==> config.mk <==
export PLATFORM = sky130hd
export DESIGN_NAME = rgb2yuv_queue
export DESIGN_NICKNAME = d
export VERILOG_FILES = /design/src/rtl/core/rgb2yuv_queue.sv
export SDC_FILE = /design/constraint.sdc
export NUM_CORES = 1
export LEC_CHECK = 0
export BUFFER_PORTS_ARGS = -buffer_cell sky130_fd_sc_hd__buf_2
export CELL_PAD_IN_SITES_DETAIL_PLACEMENT = 1
export CELL_PAD_IN_SITES_GLOBAL_PLACEMENT = 2
export CORE_MARGIN = 4
export CORE_UTILIZATION = 50
export CTS_BUF_LIST = sky130_fd_sc_hd__clkbuf_4
export DETAILED_ROUTE_END_ITERATION = 10
export PLACE_DENSITY_LB_ADDON = 0.1
export SYNTH_ARGS = -nofsm -noshare
export SYNTH_HDL_FRONTEND = slang
export SYNTH_SLANG_ARGS = --single-unit
==> constraint.sdc <==
create_clock -name clk -period 5.6 [get_ports clk]
set_input_delay 0.84 -clock clk [delete_from_list [all_inputs] [get_ports clk]]
set_output_delay 0.84 -clock clk [all_outputs]
set_load 0.005 [all_outputs]
==> src/rtl/core/rgb2yuv_queue.sv <==
module rgb2yuv_queue #(
  parameter int W     = 63,
  parameter int DEPTH = 4
) (
  input  logic          clk,
  input  logic          rst_n,
  input  logic          push,
  input  logic [W-1:0]  push_data,
  output logic          full,
  input  logic          pop,
  output logic          not_empty,
  output logic [W-1:0]  pop_data
);

  localparam int AW = (DEPTH > 1) ? $clog2(DEPTH) : 1;

  logic [W-1:0]  slots [DEPTH];
  logic [AW-1:0] wr_ptr_r, rd_ptr_r;
  logic [AW:0]   count_r, count_nxt;

  assign full      = (count_r == (AW + 1)'(DEPTH));
  assign not_empty = (count_r != '0);
  assign pop_data  = slots[rd_ptr_r];

  always_comb begin
    count_nxt = count_r;
    if (push && !pop) begin
      count_nxt = count_r + (AW + 1)'(1);
    end else if (pop && !push) begin
      count_nxt = count_r - (AW + 1)'(1);
    end
  end

  always_ff @(posedge clk) begin
    if (!rst_n) begin
      wr_ptr_r <= '0;
      rd_ptr_r <= '0;
      count_r  <= '0;
    end else begin
      count_r <= count_nxt;
      if (push) begin
        wr_ptr_r <= (wr_ptr_r == AW'(DEPTH - 1)) ? '0 : wr_ptr_r + AW'(1);
      end
      if (pop) begin
        rd_ptr_r <= (rd_ptr_r == AW'(DEPTH - 1)) ? '0 : rd_ptr_r + AW'(1);
      end
    end
  end

  always_ff @(posedge clk) begin
    if (push) begin
      slots[wr_ptr_r] <= push_data;
    end
  end

endmodule

# Word-level counts from Yosys, hierarchy flattened
# Memory sizes are Yosys's and may differ from the RTL's. A register that Yosys moved wholly into a read port is not among the register bits.
# Cells that the tools add are included.
[classes] n_eq_ne=3 mux=8 n_reduce_logical=6 addsub=4
[op_table] op="$mux 2" n=4
[op_table] op="$mux 3" n=2
[op_table] op="$add 2x1->2 const B" n=2
[op_table] op="$eq 2x2->1 const B" n=2
[op_table] op="$add 3x1->3 const B" n=1
[op_table] op="$eq 3x3->1 const B" n=1
[op_table] op="$reduce_bool 3->1" n=1
[op_table] op="$sub 3x1->3 const B" n=1
[op_table] op="$logic_and 1x1->1" n=2
[op_table] op="$logic_not 1->1" n=2
[op_table] op="$mux 1" n=2
[op_table] op="$reduce_bool 2->1" n=1
[totals] ramBits=252 wordCells=25 out_inout_bits=65 reg_bits=7 mem_count=1 input_bits=67
[memory_table] memory="slots" words=4 word_bits=63 rd=1 rd_clocked_by_memory_dff=1 write_ports=1 line_no="17" rtl="logic [W-1:0] slots [DEPTH];"

# Depth between registers and ports, before layout
[logic_depth] ltp_word=4 ltp_mapped=7

# Worst setup path before layout
# No wires, ideal clock.
[synth_timing] path_type="input -> register" start="in push" end="mem slots[0][0] (enable)" n_path_buf=0 arrival_time_ps=2324 cell_stages=1 path_slack_ps=2848 t_required_ps=5173 setup_time_ps=427 cell_sequence="and2_1"
[synth_between] elab_chain_cells=2
[synth_lines] element="start: declaration" line_no="7" rtl="input logic push,"
[synth_lines] element="$mux 1" line_no="51" rtl="if (push) begin"
[synth_lines] element="$mux 1 (not written as such)" line_no="52" rtl="slots[wr_ptr_r] <= push_data;"
[synth_lines] element="end: declaration" line_no="17"
# No other way between the ends.

==> flow_summary.json <==
{
  "dp_hpwl_mm": 10.2,
  "grt_max_degree": 64,
  "clock_power_share": 0.373,
  "max_stage_delay_ns": 1.04,
  "holdCritStartpoint": "push_data[45]",
  "slowest_stage": "dfxtp_4",
  "cts_sinks": 261,
  "h-tree-depth": 3,
  "synth-edff-count": 252,
  "yosysMostFrequentCell": "edfxtp_1",
  "end_kind": "output port",
  "maxSlewViolCount": 0,
  "syn_area_mm2": 0.00962,
  "critical-path-top-delay-family": "flip-flops",
  "die-area_mm2": 0.0215,
  "setup-tns-final_ns": 0,
  "dp_slack_ns": 2.47,
  "area_growth_syn_to_layout_pct": 17.2,
  "yosys_warnings": 0,
  "globalplace.congestion": 0.747,
  "p_sw_w": 0.000899,
  "ys_seq_area_frac": 0.805,
  "ys_types": 23,
  "rsz0062_at_grt": "no",
  "crit_fanout": 51,
  "reg2reg_to": "slots[0][34]",
  "fin_worst_skew_ns": 0.0234,
  "ant_nets": 0,
  "setup_slack_ns": 1.92,
  "start_util": 0.511,
  "synthTopCellsByArea": "edfxtp_1 79%, mux4_2 14%, dfxtp_1 1.9%",
  "hold_path.class": "in -> reg",
  "hold_viol": 0,
  "grt_pass1_wl_mm": 29.1,
  "layout.nets": 635,
  "final.period_utilization": 0.658,
  "drv_cap": 0,
  "powerDensity_mw_per_mm2": 367,
  "io_pins": 132,
  "total_leakage_power_nw": 3.90,
  "arrival_ns": 2.84,
  "holdPathStages": 1,
  "antenna_found_initial": 2,
  "r2r-start": "wr_ptr_r[0]",
  "rr_worst_depth": 3,
  "placed_area_mm2": 0.0105,
  "synth_commonest_cells": "252 x edfxtp_1, 60 x mux4_2, 9 x dfxtp_1",
  "slew_headroom": 0.309,
  "cp.depth": 3,
  "vias": 4541,
  "run_status": "finished, final reports clean",
  "vias_per_cell": 5.26,
  "post-synth-top-area-fraction": 0.786,
  "power.share.combinational": 0.073,
  "final_area_mm2": 0.0113,
  "rows": 50,
  "wl_per_cell_um": 21.2,
  "postCtsSetupBuffers": 0,
  "cts_tree": "built",
  "ff2ff_setup_slack_ns": 3.75,
  "synth_nets": 447,
  "cts.path.max_buffers": 3,
  "post-route-drc-count": 0,
  "cp_num_buf_inv": 2,
  "clk_latency_ns": 0.63,
  "ys_ff_latch": 261,
  "port_buffers": 131,
  "die_y_um": 147,
  "drt_wl_total_mm": 18.3,
  "die_width_um": 147,
  "path_clk_slew_ns": 0.07,
  "async_flop_share": 0,
  "grt_usage": 0.177,
  "switching_share": 0.217,
  "ctsHoldBuffers": 0,
  "cts_made_buffers": 68,
  "root_buffer": "clkbuf_4",
  "core-area_mm2": 0.0188,
  "p_int_w": 0.00324,
  "synth_top_area_cell": "edfxtp_1",
  "tightest_slew_ns": 1.04,
  "dr.pass1.iters": 4,
  "synth-main-ff-cell": "edfxtp_1",
  "finalCriticalPeriod_ns": 3.68,
  "grt_pass1_vias": 5314,
  "worstPathCellList": "buf_4, mux4_2, buf_2",
  "synth_area_per_cell_um2": 25.8,
  "setup.worst_path.start_class": "flop",
  "peakVddDrop_mv": 0.173,
  "synthCells": 373,
  "holdPathEnd": "slots[2][45]",
  "cts_resized": 0,
  "final-setup-viol-count": 0,
  "drive_gt1_frac": 0.502,
  "worstSetupPathType": "reg -> out",
  "overflow": 0,
  "drtIter0Drc": 270,
  "p_seq_frac": 0.554,
  "fmax_mhz": 272,
  "required_ns": 4.76
}
final cells by class:
class,count,area [um2]
Antenna cell,1,2.50
Clock buffer,105,788
Clock inverter,7,26.3
Fill cell,1640,7550
Inverter,4,15.0
Multi-Input combinational cell,94,1700
Sequential cell,261,7750
Tap cell,260,325
Timing Repair Buffer,132,663
placed cells by master (no fill, tap or decap), types with 2 or more instances in the layout:
cell type | synthesis | layout
and2_4 | 0 | 4
buf_2 | 6 | 131
clkbuf_4 | 0 | 105
clkinv_1 | 0 | 7
dfxtp_1 | 9 | 7
dfxtp_4 | 0 | 2
edfxtp_1 | 252 | 252
ha_1 | 6 | 6
inv_1 | 4 | 4
mux2i_1 | 4 | 4
mux4_1 | 3 | 3
mux4_2 | 60 | 60
nor2b_1 | 5 | 5
or3_1 | 2 | 2
power by group through the flow:
| stage | clock [W] | sequential [W] | combinational, W |
|---|---|---|---|
| finish | 0.00154 | 0.00229 | 0.000303 |
| global route | 0.00174 | 0.00230 | 0.000332 |
| CTS | 0.00160 | 0.00229 | 0.000312 |
| detailed placement | 0 | 0.00234 | 0.000310 |
| global placement | 0 | 0.00233 | 0.000303 |
| floorplan | 0 | 0.00230 | 0.000200 |
sequential cells by signal, indices dropped and copies added, names as in the netlist, named ones only:
signal	flops
count_r	3
rd_ptr_r	2
slots	252
wr_ptr_r	2
kinds of logic (layout without fill, tap and decap cells):
logic type	Yosys count	in the layout	synth area share
DFF	261	261	0.805
muxes	67	67	0.153
buffers and inverters	18	248	0.0187
and+or+nand+nor	15	15	0.00949
adders and majority gates	7	7	0.00988
AOI/OAI and AO/OA	3	3	0.00208
xor gates and xnor gates	2	2	0.00182
other	0	1	0
stage by stage:
step	cells	total power, W	hold slack, ns	utilization
after floorplan	373	0.00250	0.467	-
after global placement	751	0.00263	0.486	0.556
after detailed placement	751	0.00265	0.513	0.556
after CTS	863	0.00421	0.349	0.599
after global routing	864	0.00437	0.360	0.599
final	864	0.00414	0.420	0.599
routing by layer:
layer	up-vias	share of wire	GRT usage
met1	2357	0.41	0.221
li1	2007	-	-
met2	150	0.51	0.293
met3	25	0.061	0.0515
met5	-	0.00098	0
met4	2	0.019	0.0743
how the worst max path moves through the flow:
| stage | start | endpoint |
|---|---|---|
| after floorplan | push | slots[0][0] |
| after global placement | flop | pop_data[28] |
| after detailed placement | flop | pop_data[58] |
| after CTS | flop | pop_data[58] |
| after global routing | flop | pop_data[58] |
| final | flop | pop_data[58] |
Power figures use the tool's default switching activity.
