## src/rtl/core/rgb2yuv_pkg.sv

```systemverilog
package rgb2yuv_pkg;

  localparam int BYTE_W = 8;
  localparam int PAIR_W = 9;   // sum of two 8-bit samples
  localparam int SUM_W  = 10;  // sum of four 8-bit samples
  localparam int DIM_W  = 13;  // geometry register width
  localparam int ADDR_W = 24;
  localparam int VAL_W  = 10;

  localparam int APB_ADDR_W = 5;
  localparam int APB_DATA_W = 32;
  localparam int REG_IDX_W  = 3;

  localparam logic [REG_IDX_W-1:0] REG_DEST_WIDTH    = 3'd0;
  localparam logic [REG_IDX_W-1:0] REG_SOURCE_WIDTH  = 3'd1;
  localparam logic [REG_IDX_W-1:0] REG_SOURCE_HEIGHT = 3'd2;
  localparam logic [REG_IDX_W-1:0] REG_SWAP_RB       = 3'd3;
  localparam logic [REG_IDX_W-1:0] REG_INTERLEAVED   = 3'd4;
  localparam logic [REG_IDX_W-1:0] REG_TEN_BIT       = 3'd5;

  localparam logic [DIM_W-1:0] RST_DEST_WIDTH    = 13'd1920;
  localparam logic [DIM_W-1:0] RST_SOURCE_WIDTH  = 13'd1920;
  localparam logic [DIM_W-1:0] RST_SOURCE_HEIGHT = 13'd1080;

  localparam int QUEUE_DEPTH = 4;

  // BT.709 limited range, 8-bit fraction
  localparam logic [16:0] K_Y_R    = 17'd47;
  localparam logic [16:0] K_Y_G    = 17'd157;
  localparam logic [16:0] K_Y_B    = 17'd16;
  localparam logic [16:0] Y_ROUND  = 17'd128;
  localparam logic [7:0]  Y_OFFSET = 8'd16;

  // chroma on 2x2 sums, 10-bit fraction; bias = rounding + 128 offset
  localparam logic [19:0] K_CB_R  = 20'd26;
  localparam logic [19:0] K_CB_G  = 20'd86;
  localparam logic [19:0] K_CB_B  = 20'd112;
  localparam logic [19:0] K_CR_R  = 20'd112;
  localparam logic [19:0] K_CR_G  = 20'd102;
  localparam logic [19:0] K_CR_B  = 20'd10;
  localparam logic [19:0] CH_BIAS = 20'd512 + 20'd131072;

  typedef struct packed {
    logic [DIM_W-1:0] dest_width;
    logic [DIM_W-1:0] source_width;
    logic [DIM_W-1:0] source_height;
    logic             swap_red_blue;
    logic             interleaved_chroma;
    logic             ten_bit_output;
  } cfg_t;

  function automatic logic [7:0] calc_luma(input logic [7:0] r, input logic [7:0] g,
                                           input logic [7:0] b);
    logic [16:0] acc;
    acc = 17'(r) * K_Y_R + 17'(g) * K_Y_G + 17'(b) * K_Y_B + Y_ROUND;
    return acc[15:8] + Y_OFFSET;
  endfunction

  function automatic logic [7:0] calc_cb(input logic [SUM_W-1:0] sr,
                                         input logic [SUM_W-1:0] sg,
                                         input logic [SUM_W-1:0] sb);
    logic [19:0] acc;
    // wraps mod 2^20; true value is always positive and below 2^18
    acc = CH_BIAS + 20'(sb) * K_CB_B - 20'(sr) * K_CB_R - 20'(sg) * K_CB_G;
    return acc[17:10];
  endfunction

  function automatic logic [7:0] calc_cr(input logic [SUM_W-1:0] sr,
                                         input logic [SUM_W-1:0] sg,
                                         input logic [SUM_W-1:0] sb);
    logic [19:0] acc;
    acc = CH_BIAS + 20'(sr) * K_CR_R - 20'(sg) * K_CR_G - 20'(sb) * K_CR_B;
    return acc[17:10];
  endfunction

endpackage

```

## src/rtl/core/rgb2yuv_if.sv

```systemverilog


interface rgb2yuv_res_if;
  logic                              valid;
  logic                              ready;
  logic                              sample_kind;
  logic [rgb2yuv_pkg::ADDR_W-1:0]    plane_address;
  logic [rgb2yuv_pkg::VAL_W-1:0]     first_value;
  logic [rgb2yuv_pkg::VAL_W-1:0]     second_value;
  logic                              last_of_run;

  modport source(output valid, output sample_kind, output plane_address,
                 output first_value, output second_value, output last_of_run,
                 input ready);
  modport sink(input valid, input sample_kind, input plane_address,
               input first_value, input second_value, input last_of_run,
               output ready);
endinterface

```

## src/rtl/core/rgb2yuv_back.sv

```systemverilog
module rgb2yuv_back #(
  parameter int COL_W  = 12,
  parameter int ROW_W  = 12,
  parameter int WORK_W = 63
) (
  input  logic                 clk,
  input  logic                 rst_n,
  input  rgb2yuv_pkg::cfg_t    cfg,
  input  logic                 q_valid,
  input  logic [WORK_W-1:0]    q_data,
  output logic                 q_pop,
  rgb2yuv_res_if.source        out_res
);
  import rgb2yuv_pkg::*;

  localparam int PROD_W = (ROW_W + DIM_W > ADDR_W) ? ROW_W + DIM_W : ADDR_W;

  // unpacked work word
  logic                  w_chroma;
  logic [ROW_W-1:0]      w_row, w_row_half;
  logic [COL_W-1:0]      w_col;
  logic [7:0]            w_luma;
  logic [SUM_W-1:0]      w_sr, w_sg, w_sb;
  logic [DIM_W-1:0]      cw;
  logic [PROD_W-1:0]     lum_prod, ch_prod;

  logic                  b1_v_r, b1_v_nxt;
  logic                  phase_r, phase_nxt;
  logic                  b1_chroma_r;
  logic [COL_W-1:0]      b1_col_r;
  logic [7:0]            b1_luma_r, b1_cb_r, b1_cr_r;
  logic [ADDR_W-1:0]     b1_lum_base_r, b1_ch_base_r;

  logic                  out_v_r, out_v_nxt;
  logic                  out_kind_r;
  logic [ADDR_W-1:0]     out_addr_r;
  logic [VAL_W-1:0]      out_first_r, out_second_r;
  logic                  out_last_r;

  logic                  out_load, b1_done;
  logic [COL_W-1:0]      col_half;
  logic [ADDR_W-1:0]     luma_addr, chroma_addr;

  assign {w_chroma, w_row, w_col, w_luma, w_sr, w_sg, w_sb} = q_data;

  always_comb begin
    w_row_half = w_row >> 1;
    cw         = DIM_W'(({1'b0, cfg.dest_width} + (DIM_W + 1)'(1)) >> 1);
    lum_prod   = PROD_W'(w_row) * PROD_W'(cfg.dest_width);
    ch_prod    = PROD_W'(w_row_half) * PROD_W'(cw);

    out_load = !out_v_r || out_res.ready;
    b1_done  = b1_v_r && out_load && (!b1_chroma_r || phase_r);
    q_pop    = q_valid && (!b1_v_r || b1_done);

    b1_v_nxt = b1_v_r;
    if (q_pop) begin
      b1_v_nxt = 1'b1;
    end else if (b1_done) begin
      b1_v_nxt = 1'b0;
    end

    phase_nxt = phase_r;
    if (q_pop || b1_done) begin
      phase_nxt = 1'b0;
    end else if (b1_v_r && out_load) begin
      phase_nxt = 1'b1;   // luma went out, chroma word next
    end

    out_v_nxt = out_load ? b1_v_r : out_v_r;

    col_half    = b1_col_r >> 1;
    luma_addr   = b1_lum_base_r + ADDR_W'(b1_col_r);
    chroma_addr = cfg.interleaved_chroma ?
                  ((b1_ch_base_r << 1) + (ADDR_W'(col_half) << 1)) :
                  (b1_ch_base_r + ADDR_W'(col_half));
  end

  always_ff @(posedge clk) begin
    if (!rst_n) begin
      b1_v_r  <= 1'b0;
      phase_r <= 1'b0;
      out_v_r <= 1'b0;
    end else begin
      b1_v_r  <= b1_v_nxt;
      phase_r <= phase_nxt;
      out_v_r <= out_v_nxt;
    end
  end

  always_ff @(posedge clk) begin
    if (q_pop) begin
      b1_chroma_r   <= w_chroma;
      b1_col_r      <= w_col;
      b1_luma_r     <= w_luma;
      b1_cb_r       <= calc_cb(w_sr, w_sg, w_sb);
      b1_cr_r       <= calc_cr(w_sr, w_sg, w_sb);
      b1_lum_base_r <= lum_prod[ADDR_W-1:0];
      b1_ch_base_r  <= ch_prod[ADDR_W-1:0];
    end
    if (out_load && b1_v_r) begin
      if (!phase_r) begin
        out_kind_r   <= 1'b0;
        out_addr_r   <= luma_addr;
        out_first_r  <= cfg.ten_bit_output ? {b1_luma_r, 2'b00} : {2'b00, b1_luma_r};
        out_second_r <= '0;
        out_last_r   <= !b1_chroma_r;
      end else begin
        out_kind_r   <= 1'b1;
        out_addr_r   <= chroma_addr;
        out_first_r  <= cfg.ten_bit_output ? {b1_cb_r, 2'b00} : {2'b00, b1_cb_r};
        out_second_r <= cfg.ten_bit_output ? {b1_cr_r, 2'b00} : {2'b00, b1_cr_r};
        out_last_r   <= 1'b1;
      end
    end
  end

  assign out_res.valid         = out_v_r;
  assign out_res.sample_kind   = out_kind_r;
  assign out_res.plane_address = out_addr_r;
  assign out_res.first_value   = out_first_r;
  assign out_res.second_value  = out_second_r;
  assign out_res.last_of_run   = out_last_r;

endmodule

```

## src/flat_wrapper.sv

```systemverilog
// flat-port wrapper written by rule: the top's interface ports become plain ports
module rgb2yuv_back_flat import rgb2yuv_pkg::*;
#(
  parameter int COL_W  = 12,
  parameter int ROW_W  = 12,
  parameter int WORK_W = 63
)
  (clk, rst_n, cfg, q_valid, q_data, q_pop, out_res_valid, out_res_sample_kind, out_res_plane_address, out_res_first_value, out_res_second_value, out_res_last_of_run, out_res_ready);
  rgb2yuv_res_if out_res_i ();
  input  logic clk;
  input  logic rst_n;
  input  rgb2yuv_pkg::cfg_t cfg;
  input  logic q_valid;
  input  logic [WORK_W-1:0] q_data;
  output logic q_pop;
  output wire logic [$bits(out_res_i.valid)-1:0] out_res_valid;
  output wire logic [$bits(out_res_i.sample_kind)-1:0] out_res_sample_kind;
  output wire logic [$bits(out_res_i.plane_address)-1:0] out_res_plane_address;
  output wire logic [$bits(out_res_i.first_value)-1:0] out_res_first_value;
  output wire logic [$bits(out_res_i.second_value)-1:0] out_res_second_value;
  output wire logic [$bits(out_res_i.last_of_run)-1:0] out_res_last_of_run;
  input wire logic [$bits(out_res_i.ready)-1:0] out_res_ready;
  assign out_res_valid = out_res_i.valid;
  assign out_res_sample_kind = out_res_i.sample_kind;
  assign out_res_plane_address = out_res_i.plane_address;
  assign out_res_first_value = out_res_i.first_value;
  assign out_res_second_value = out_res_i.second_value;
  assign out_res_last_of_run = out_res_i.last_of_run;
  assign out_res_i.ready = out_res_ready;
  rgb2yuv_back #(.COL_W(COL_W), .ROW_W(ROW_W), .WORK_W(WORK_W)) u_core (.clk(clk), .rst_n(rst_n), .cfg(cfg), .q_valid(q_valid), .q_data(q_data), .q_pop(q_pop), .out_res(out_res_i));
endmodule
```

## config.mk

```make
export PLATFORM = sky130hd
export DESIGN_NAME = rgb2yuv_back_flat
export DESIGN_NICKNAME = d
export VERILOG_FILES = /design/src/rtl/core/rgb2yuv_pkg.sv /design/src/rtl/core/rgb2yuv_if.sv /design/src/rtl/core/rgb2yuv_back.sv /design/src/flat_wrapper.sv
export SDC_FILE = /design/constraint.sdc
export NUM_CORES = 1
export LEC_CHECK = 0
export ABC_AREA = 1
export BUFFER_PORTS_ARGS = -buffer_cell sky130_fd_sc_hd__buf_2
export CORE_MARGIN = 2
export CORE_UTILIZATION = 31
export DETAILED_ROUTE_END_ITERATION = 16
export GPL_TIMING_DRIVEN = 0
export PLACE_DENSITY = 0.59
export SLEW_MARGIN = 0
export SYNTH_ARGS = -nofsm -noshare
export SYNTH_HDL_FRONTEND = slang
export SYNTH_SLANG_ARGS = --single-unit
```

## constraint.sdc

```tcl
create_clock -name clk -period 5.9 [get_ports clk]
set_input_delay 0.59 -clock clk [delete_from_list [all_inputs] [get_ports clk]]
set_output_delay 0.59 -clock clk [all_outputs]
set_load 0.02 [all_outputs]
```

Word-level counts from Yosys, hierarchy flattened

Index checks and enable logic that the tools add are counted.

Register bits after elaboration: 134
Input bits: 109
Output and inout bits: 48
Logic and storage cells: 60

Add/sub/neg operators: 10
Multiply operators: 8
Mux-type cells: 9
Bitwise gates (word level): 2
Reductions and logical operators: 14

Operator list:

| cell                                               | number |
|---|---|
| adder 24 x 12 -> 24 bit                            | 2 |
| two-way mux 24 bit                                 | 2 |
| multiplier 10 x 3 -> 13 bit, second input constant | 3 |
| adder 18 x 17 -> 18 bit, first input constant      | 2 |
| subtractor 18 x 17 -> 18 bit                       | 2 |
| multiplier 10 x 6 -> 16 bit, second input constant | 2 |
| two-way mux 10 bit                                 | 3 |
| adder 24 x 11 -> 24 bit                            | 1 |
| multiplier 11 x 13 -> 24 bit                       | 1 |
| multiplier 12 x 13 -> 24 bit                       | 1 |
| subtractor 18 x 14 -> 18 bit                       | 1 |
| subtractor 18 x 15 -> 18 bit                       | 1 |
| adder 13 x 1 -> 14 bit, second input constant      | 1 |
| multiplier 10 x 4 -> 14 bit, second input constant | 1 |
| two-way mux 8 bit                                  | 1 |
| logical OR 1 bit                                   | 4 |
| OR reduction 2 bit                                 | 2 |
| logical AND 1 bit                                  | 3 |
| logical NOT 1 bit                                  | 3 |
| two-way mux 1 bit                                  | 3 |
| inverter 1 bit                                     | 2 |
| AND reduction 2 bit                                | 1 |
| nonzero test 2 bit                                 | 1 |

Longest topological paths before layout

Gate-level depths: netlist of run 1.

Depth in word-level cells: 8
Depth in mapped cells: 27

Worst setup path after synthesis of run 1

No wires, ideal clock.

Path type: in2out
Start point: in out_res_ready
End point: out q_pop
Arrival: 5.751 ns
Data required time: 5.310 ns
Setup slack: -0.441 ns
Stages on the path: 8
Buffers on the path: 0
Cell sequence: inv_1 > nand2_1 > nand2_1 > inv_1 > nand2_1 > inv_1 > nor2_1 > nor2_1

Word-level cells in the longest chain between the ends: 5

RTL lines:

| what                            | line               | RTL |
|---|---|---|
| start: declaration              | flat_wrapper.sv:22 | `input wire logic [$bits(out_res_i.ready)-1:0] out_res_ready;` |
| logical OR 1 bit                | rgb2yuv_back.sv:52 | `out_load = !out_v_r \|\| out_res.ready;` |
| logical AND 1 bit (2 in series) | rgb2yuv_back.sv:53 | `b1_done = b1_v_r && out_load && (!b1_chroma_r \|\| phase_r);` |
| logical OR 1 bit                | rgb2yuv_back.sv:54 | `q_pop = q_valid && (!b1_v_r \|\| b1_done);` |
| logical AND 1 bit               | rgb2yuv_back.sv:54 |  |
| end: declaration                | flat_wrapper.sv:15 | `output logic q_pop;` |

Every way passes these cells.

Worst setup path in the final report of run 1

Start point: in q_data[56]
End point: reg u_core.b1_lum_base_r[17], data pin

Word-level cells in the longest chain between the ends: 1

RTL lines:

| what                          | line               | RTL |
|---|---|---|
| start: declaration            | flat_wrapper.sv:14 | `input logic [WORK_W-1:0] q_data;` |
| multiplier 12 x 13 -> 24 bit  | rgb2yuv_back.sv:49 | `lum_prod = PROD_W'(w_row) * PROD_W'(cfg.dest_width);` |
| named net u_core.lum_prod[17] | rgb2yuv_back.sv:25 | `logic [PROD_W-1:0] lum_prod, ch_prod;` |
| end signal: assignment        | rgb2yuv_back.sv:98 | `b1_lum_base_r <= lum_prod[ADDR_W-1:0];` |
| end: declaration              | rgb2yuv_back.sv:32 | `logic [ADDR_W-1:0] b1_lum_base_r, b1_ch_base_r;` |

The timed path passes the listed nets, and every way through them passes these cells.
A chain may end at the register's enable or synchronous reset.

==> results of run 1 <==
==> flip-flops by register name, indices dropped and copies added, names as in the netlist <==
name	count
u_core.b1_cb_r	8
u_core.b1_ch_base_r	24
u_core.b1_chroma_r	1
u_core.b1_col_r	12
u_core.b1_cr_r	8
u_core.b1_lum_base_r	24
u_core.b1_luma_r	8
u_core.b1_v_r	1
u_core.out_res.first_value	10
u_core.out_res.last_of_run	1
u_core.out_res.plane_address	24
u_core.out_res.sample_kind	1
u_core.out_res.second_value	10
u_core.out_res.valid	1
u_core.phase_r	1
==> synthesized netlist by cell type <==
library cell / count
inv_1: 701
nand2_1: 644
ha_1: 341
fa_1: 283
nor2_1: 222
nand3_1: 163
a21oi_1: 147
edfxtp_1: 131
o21ai_0: 83
xor2_1: 70
xnor2_1: 49
clkbuf_1: 47
nand4_1: 27
nor3_1: 26
o21bai_1: 15
a21o_1: 13
a31oi_1: 9
o22ai_1: 8
clkinv_1: 6
o221ai_1: 6
a21boi_0: 5
nand3b_1: 5
a211oi_1: 4
and2_1: 4
nor4_1: 4
o31ai_1: 4
or2_2: 4
dfxtp_1: 3
o2111ai_1: 3
o21a_1: 3
buf_1: 2
buf_2: 2
nand2_2: 2
nor2_2: 2
o211ai_1: 2
a2111oi_0: 1
and3_1: 1
buf_6: 1
inv_2: 1
nand4_2: 1
nand4_4: 1
nor2_4: 1
o21ai_4: 1
==> critical path: cells and delay by family <==
kind	cells	cell delay (ps)
AO/OA/AOI/OAI	1	270
AND/OR/NAND/NOR	7	740
buffers and inverters	7	1390
adder cells (fa/ha/maj)	6	2830
==> cells by family after synthesis <==
kind of cell,Yosys count,synth area share
AO/OA/AOI/OAI,304,0.0708
XOR/XNOR,119,0.0433
adder cells (fa/ha/maj),624,0.412
buffers and inverters,760,0.119
flip-flops,134,0.166
AND/OR/NAND/NOR,1107,0.189
==> through the flow <==
stage | TNS, ps | hold WS (ps)
after floorplan | 0 | 403
after global placement | -62590 | 412
after detailed placement | -7250 | 412
after CTS | 0 | 282
after global routing | -6.77 | 272
final | 0 | 317
==> timing repair <==
item	CTS	global route
endpoints found under the setup margin	9	12
gates resized for setup	3	31
pin swaps	0	4
setup buffers	0	4
==> routing by layer <==
metal  up-vias  part of all wire  track usage
li1       9833                 -            -
met1      9324              0.46        0.219
met2       458              0.47        0.279
met3        68             0.051       0.0226
met4         0             0.019       0.0404
met5         -                 0            0
==> layout by cell type, fill, tap and decap left out, types with 4 or more instances in the layout <==
master and n:
inv_1 698, clkbuf_1 47, nor3_1 26, a31oi_1 8, xor2_1 65, and2_1 4, clkbuf_16 17, nor2_1 220
nand2_2 8, a21boi_0 4, buf_2 120, inv_2 4, nand4_1 27, o22ai_1 8, edfxtp_1 131, clkinv_1 6
or2_2 4, ha_1 339, o21bai_1 15, xnor2_1 49, o221ai_1 6, o21ai_0 79, a211oi_1 4, a21o_1 13
buf_4 4, o31ai_1 4, inv_8 5, xor2_2 4, fa_1 283, a21oi_1 146, nand3_1 163, nand2_1 637
nand3b_1 5
==> worst max path at each step <==
stage | from | endpoint | slack, ps | depth (start not counted)
after floorplan | cfg[31] | u_core.b1_ch_base_r[16]$_DFFE_PP_ | 400 | 26
after global placement | out_res_ready | q_pop | -1310 | 10
after detailed placement | cfg[29] | u_core.b1_ch_base_r[22]$_DFFE_PP_ | -750 | 25
after CTS | cfg[29] | u_core.b1_ch_base_r[20]$_DFFE_PP_ | 40 | 24
after global routing | cfg[30] | u_core.b1_ch_base_r[22]$_DFFE_PP_ | -7 | 26
final | q_data[56] | u_core.b1_lum_base_r[17]$_DFFE_PP_ | 250 | 21
==> layout make-up <==
cell class,count,area share
flip-flops and latches,134,0.149
clock buffers,17,0.0158
plain buffers,52,0.00764
repair buffers,127,0.0266
clock inverters,15,0.00666
well taps,1040,0.0484
diodes,3,0.000279
multi-input cells,2154,0.647
inverters,708,0.0989
==> power groups by stage <==
stage	Sequential, uW	Combinational, uW	Clock (uW)
finish	2010	11400	1100
global route	2030	13300	1180
CTS	2010	11300	1140
detailed placement	2030	11200	0
global placement	2040	11200	0
floorplan	2020	8470	0
==> summary.txt, run 1 <==
Run status
  • Status: completed

Power and ir drop
  • Total chip power: between 10000 and 15000 uW
  • Fraction of power spent switching nets: 0.537
  • Pwr Density: 541 nW/um^2
  • Comb pwr share: 0.786
  • Leakage power: 0.0143 uW
  • Net Switching: 7810 uW
  • Power share of the clock group: 0.076
  • Reg power frac: 0.138
  • Internal: 6740 uW
  • Peak VDD IR: approximately 0.00047 V

Clock network
  • CTS tree: done
  • Root Driver: clkbuf_16
  • Cts bufs inserted: 17
  • Hold buffers post-CTS: 0
  • Worst-path clk slew: approximately 70 ps
  • Max H-tree Level: 4
  • Clock Tree Buf Depth: 2
  • Clock Latency Late Sink: between 400 and 500 ps
  • Clk sinks: approximately 130

Critical path
  • Worst setup EP type: flip-flop
  • Crit path launch type: input port
  • Worst r2r src: u_core.b1_col_r[0]$_DFFE_PP_
  • Critical Path RT: 6100 ps
  • Slowest CP cell: clkbuf_1
  • Critical-path cell list: clkbuf_1, clkbuf_1, nand2_1, fa_1, inv_1, fa_1, fa_1, inv_1, fa_1, inv_1, fa_1, ha_1, nand2_1, nor2_1, inv_1, o21ai_0, nand2_1, inv_1, nor2_1, nand2_1, nand2_1
  • Worst reg2reg setup slack: around 3300 ps
  • R2r endpoint: u_core.out_res.plane_address[14]$_DFFE_PP_
  • R2R depth: 11
  • Critical path type: in2reg
  • Crit-path max cell delay: 580 ps
  • WP data arrival: just under 6000 ps
  • CP Max Fanout: 10

Yosys
  • Seq/Total Area, Yosys: 0.166
  • Cell taking the most area after synthesis: fa_1
  • Mapped Cells: just over 3000
  • Post-Syn Nets: 3781
  • Yosys warnings: 0
  • Syn avg cell area: 7.90 um^2
  • #FFs+latches synth: between 100 and 150
  • Cell area after synthesis: between 20000 and 25000 um^2
  • Distinct cells, synth: between 40 and 50
  • Area contributors post-synth: fa_1 (24%), ha_1 (18%), edfxtp_1 (16%)
  • Share of the synthesized area in the top cell type: 0.235

Floorplanning
  • Core Footprint: between 70000 and 80000 um^2
  • Die X: roughly 280 um
  • Starting Density: 0.312
  • I/O pins: approximately 160
  • Die Footprint: around 80000 um^2
  • Floorplan row count: around 100
  • Die height: between 200 and 300 um

STA
  • Final-report hold violation count: 0
  • Relative slew slack: 0.473
  • Clock skew: roughly 17 ps
  • FMAX: 177 MHz
  • Worst-margin pin slew: about 800 ps
  • Final setup vio count: 0
  • Final slew viol count: 0
  • Period utilization: 0.957
  • Worst setup margin: about 250 ps
  • Final Critical Period: 5650 ps

Worst hold path
  • Hold Path Sink: u_core.b1_col_r[8]$_DFFE_PP_
  • Hold Startpoint: q_data[46]
  • Hold Path Class: in2reg
  • WHS Path Cells: 1

Placed design
  • Placed Cells incl. Taps: around 4200
  • PortBufs: ~120
  • HPWL Detailed: roughly 53000 um
  • Area of placed instances: 26100 um^2
  • Routability-driven placement congestion ratio: 0.893
  • Pre-CTS WS: -748 ps

Global routing
  • Number of global-route vias before repair: roughly 20000
  • GRT overflow: 0
  • First-pass GRT wire length: 103000 um
  • Largest net degree at the start of global routing: 37
  • GRT Overall Usage: 0.164
  • Initial antenna violation count: 3

Final layout
  • Final instance area: between 20000 and 30000 um^2
  • Layout cells sized above 1: 0.0624
  • Post-Layout Cell Count: around 4300
  • Area grow syn2layout: 11.5%
  • Fillcell total: slightly above 8000
  • Final core utilization: 0.348
  • Nets: about 3900
  • Multi-input logic area: 17400 um^2
  • Register Area: 3990 um^2

Routing
  • Drt first pass iters: 5
  • Final wirelength: between 60000 and 70000 um
  • Via/cell ratio: about 4.6
  • Via count: between 15000 and 20000
  • Drt wl/cell: ~15 um
  • ANT nets after route: 0
  • DR iter-0 viols: ~1200
  • DR DRC count: 0

Flow run
  • Max-cap violations: 0
Power figures use the tool's default switching activity.
==> run 2: changes to the inputs <==
==> constraint.sdc (replaced) <==
create_clock -name clk -period 4.9 [get_ports clk]
set_input_delay 1.47 -clock clk [delete_from_list [all_inputs] [get_ports clk]]
set_output_delay 1.47 -clock clk [all_outputs]
set_load 0.02 [all_outputs]
==> summary.txt, run 2 (synthesis gave the netlist of run 1 again) <==
Floorplanning
  • Core Footprint: 77200 um^2 (unchanged)
  • I/O pins: 157 (unchanged)
  • Die X: 283 um (unchanged)
  • Starting Density: 0.312 (unchanged)
  • Floorplan row count: 102 (unchanged)
  • Die height: 283 um (unchanged)
  • Die Footprint: 80000 um^2 (unchanged)

Global routing
  • First-pass GRT wire length: 110000 um (+6.9%)
  • Initial antenna violation count: 0 (-3)
  • Top Usage Layer GRT: met2
  • Global Route met3 Usage: 0.0169 (-0.00568)
  • M1 GR Usage: 0.242 (+0.0237)
  • GRT Overall Usage: 0.175 (+0.0114)
  • Number of global-route vias before repair: 20700 (+4.1%)
  • Largest net degree at the start of global routing: 37 (unchanged)
  • GRT overflow: 0 (unchanged)
  • Met2 Use GR: 0.290 (+0.0114)

Critical path
  • WP data arrival: 6280 ps (+440 ps)
  • R2r endpoint: u_core.b1_col_r[4]$_DFFE_PP_
  • Most used cell, CP: inv_2
  • Critical-path cell list: buf_12, nand4_4, nor2_2, inv_2, nor2_4, nand4_4, o21ai_4, buf_6, buf_6, nand3_4, fa_2, fa_1, inv_2, fa_2, fa_1, inv_2, fa_1, inv_2, ha_4, nand2_4, nor4_4, nand3_1, nand3_1, xor2_1
  • R2R depth: 9 (-2)
  • CP bufs+invs: 7 (unchanged)
  • Crit path launch type: input port
  • Worst setup EP type: flip-flop
  • CP Launch Point: cfg[30]
  • Critical Path RT: 5080 ps (-1020 ps)
  • CP Max Fanout: 5 (-5)
  • Slowest CP cell: fa_2
  • Worst r2r src: u_core.out_res.valid$_SDFFE_PN0N_
  • Crit-path max cell delay: 610 ps (+30 ps)
  • Critical path type: in2reg
  • Worst reg2reg setup slack: 2340 ps (-950 ps)
  • CP delay by family, top: adder cells

Clock network
  • Clock Tree Buf Depth: 2 (unchanged)
  • Clk sinks: 134 (unchanged)
  • Root Driver: clkbuf_16
  • Clock Latency Late Sink: 450 ps (about the same)
  • Hold buffers post-CTS: 0 (unchanged)
  • Worst-path clk slew: 60 ps (about the same)
  • CTS tree: done
  • Max H-tree Level: 4 (unchanged)
  • Cts bufs inserted: 17 (unchanged)

Placed design
  • PortBufs: 119 (unchanged)
  • Routability-driven placement congestion ratio: 0.925 (+3.5%)
  • HPWL Detailed: 57300 um (+7.1%)

Routing
  • Drt wl/cell: 16.1 um (+9.1%)
  • Via count: 20800 (+5.5%)
  • ANT nets after route: 0 (unchanged)
  • Via/cell ratio: 4.75 (+2.5%)
  • Drt first pass iters: 6 (+1)
  • DR iter-0 viols: 1166 (+1.3%)
  • DR DRC count: 0 (unchanged)
  • Final wirelength: 70500 um (+12%)

STA
  • Worst setup margin: -1200 ps (-1450 ps)
  • Final slew viol count: 0 (unchanged)
  • FMAX: between 150 and 200 MHz
  • Setup TNS: -33580 ps (-33580 ps)
  • Final Critical Period: approximately 6100 ps
  • Worst-margin pin slew: 757 ps (-33.6 ps)
  • Final-report hold violation count: 0 (unchanged)
  • Clock skew: 11.6 ps (-5.20 ps)
  • RSZ-0062 raised after global routing: true
  • Final setup vio count: 48 (+48)
  • Relative slew slack: 0.495 (+0.0219)
  • Period utilization: 1.24

Run status
  • Failing checks: negative setup slack
  • Status: finished with violations

Worst hold path
  • Hold Path Class: reg2reg
  • Hold Path Sink: u_core.out_res.sample_kind$_DFFE_PP_
  • WHS Path Cells: 0 (-1)
  • Hold Startpoint: u_core.phase_r$_SDFFE_PP0P_

Final layout
  • Most frequent cells in the layout: inv_1 (613), nand2_1 (546), fa_1 (260), ha_1 (251), nor2_1 (173)
  • Layout cells sized above 1: 0.251 (+0.189)
  • Area grow syn2layout: 30.5%
  • Fillcell total: 7708 (-6.4%)
  • Nets: 4050 (+3.1%)
  • Most common cell after layout, fill and taps aside: inv_1

Flow run
  • Max-cap violations: 0 (unchanged)
run 2: cell type report:
type	count	area [um^2]	share of cell area
Inverter	708	2700	0.0859
Clock inverter	12	88.8	0.00283
Clock buffer	19	433	0.0138
Buffer	51	669	0.0213
Multi-Input combinational cell	2155	20300	0.646
Timing Repair Buffer	250	1950	0.0619
Sequential cell	134	3990	0.127
Tap cell	1040	1300	0.0414
Antenna cell	3	7.51	0.000239
run 2: metrics by stage:
step | cells | instance area [um^2] | util | hold slack (ps) | worst slack, ps
6_report | 4372 | 31400 | 0.407 | 432 | -1200
5_1_grt | 4369 | 31400 | 0.407 | 443 | -1350
4_1_cts | 4317 | 30200 | 0.391 | 434 | -1130
3_5_place_dp | 4210 | 27600 | 0.357 | 418 | -2080
3_3_place_gp | 4207 | 27500 | 0.356 | 412 | -2680
2_1_floorplan | 3048 | 25600 | - | 403 | -1270
run 2: worst max path at each step:
stage	slack, ps	cells after the start	endpoint
6_report	-1200	24	u_core.b1_ch_base_r[23]$_DFFE_PP_
5_1_grt	-1350	24	u_core.b1_ch_base_r[23]$_DFFE_PP_
4_1_cts	-1130	23	u_core.b1_ch_base_r[22]$_DFFE_PP_
3_5_place_dp	-2080	25	u_core.b1_ch_base_r[21]$_DFFE_PP_
3_3_place_gp	-2680	10	q_pop
2_1_floorplan	-1270	25	u_core.b1_ch_base_r[23]$_DFFE_PP_
run 2: worst reg2reg max path, delay by kind of cell (launching register included):
kind	cells	cell delay (ps)
DFF	1	340
buffers and inverters	4	1150
and+or+nand+nor	5	710
run 2: timing repair:
item | in CTS | in global routing
setup buffers | 84 | 59
setup endpoints to repair | 52 | 51
gates cloned | 1 | 1
resized for setup | 360 | 228
pin swaps | 175 | 213
run 2: metal layers:
metal / part of all wire / up-vias / wire, um
met5: 0 / - / 0
li1: - / 10100 / -
met4: 0.026 / 0 / 1830
met3: 0.036 / 110 / 2520
met2: 0.48 / 444 / 33600
met1: 0.46 / 10100 / 32500
Power of run 2 is left out: the tool's default activity adds up to more than one toggle a clock period on the data nets, which glitch-free logic cannot reach.
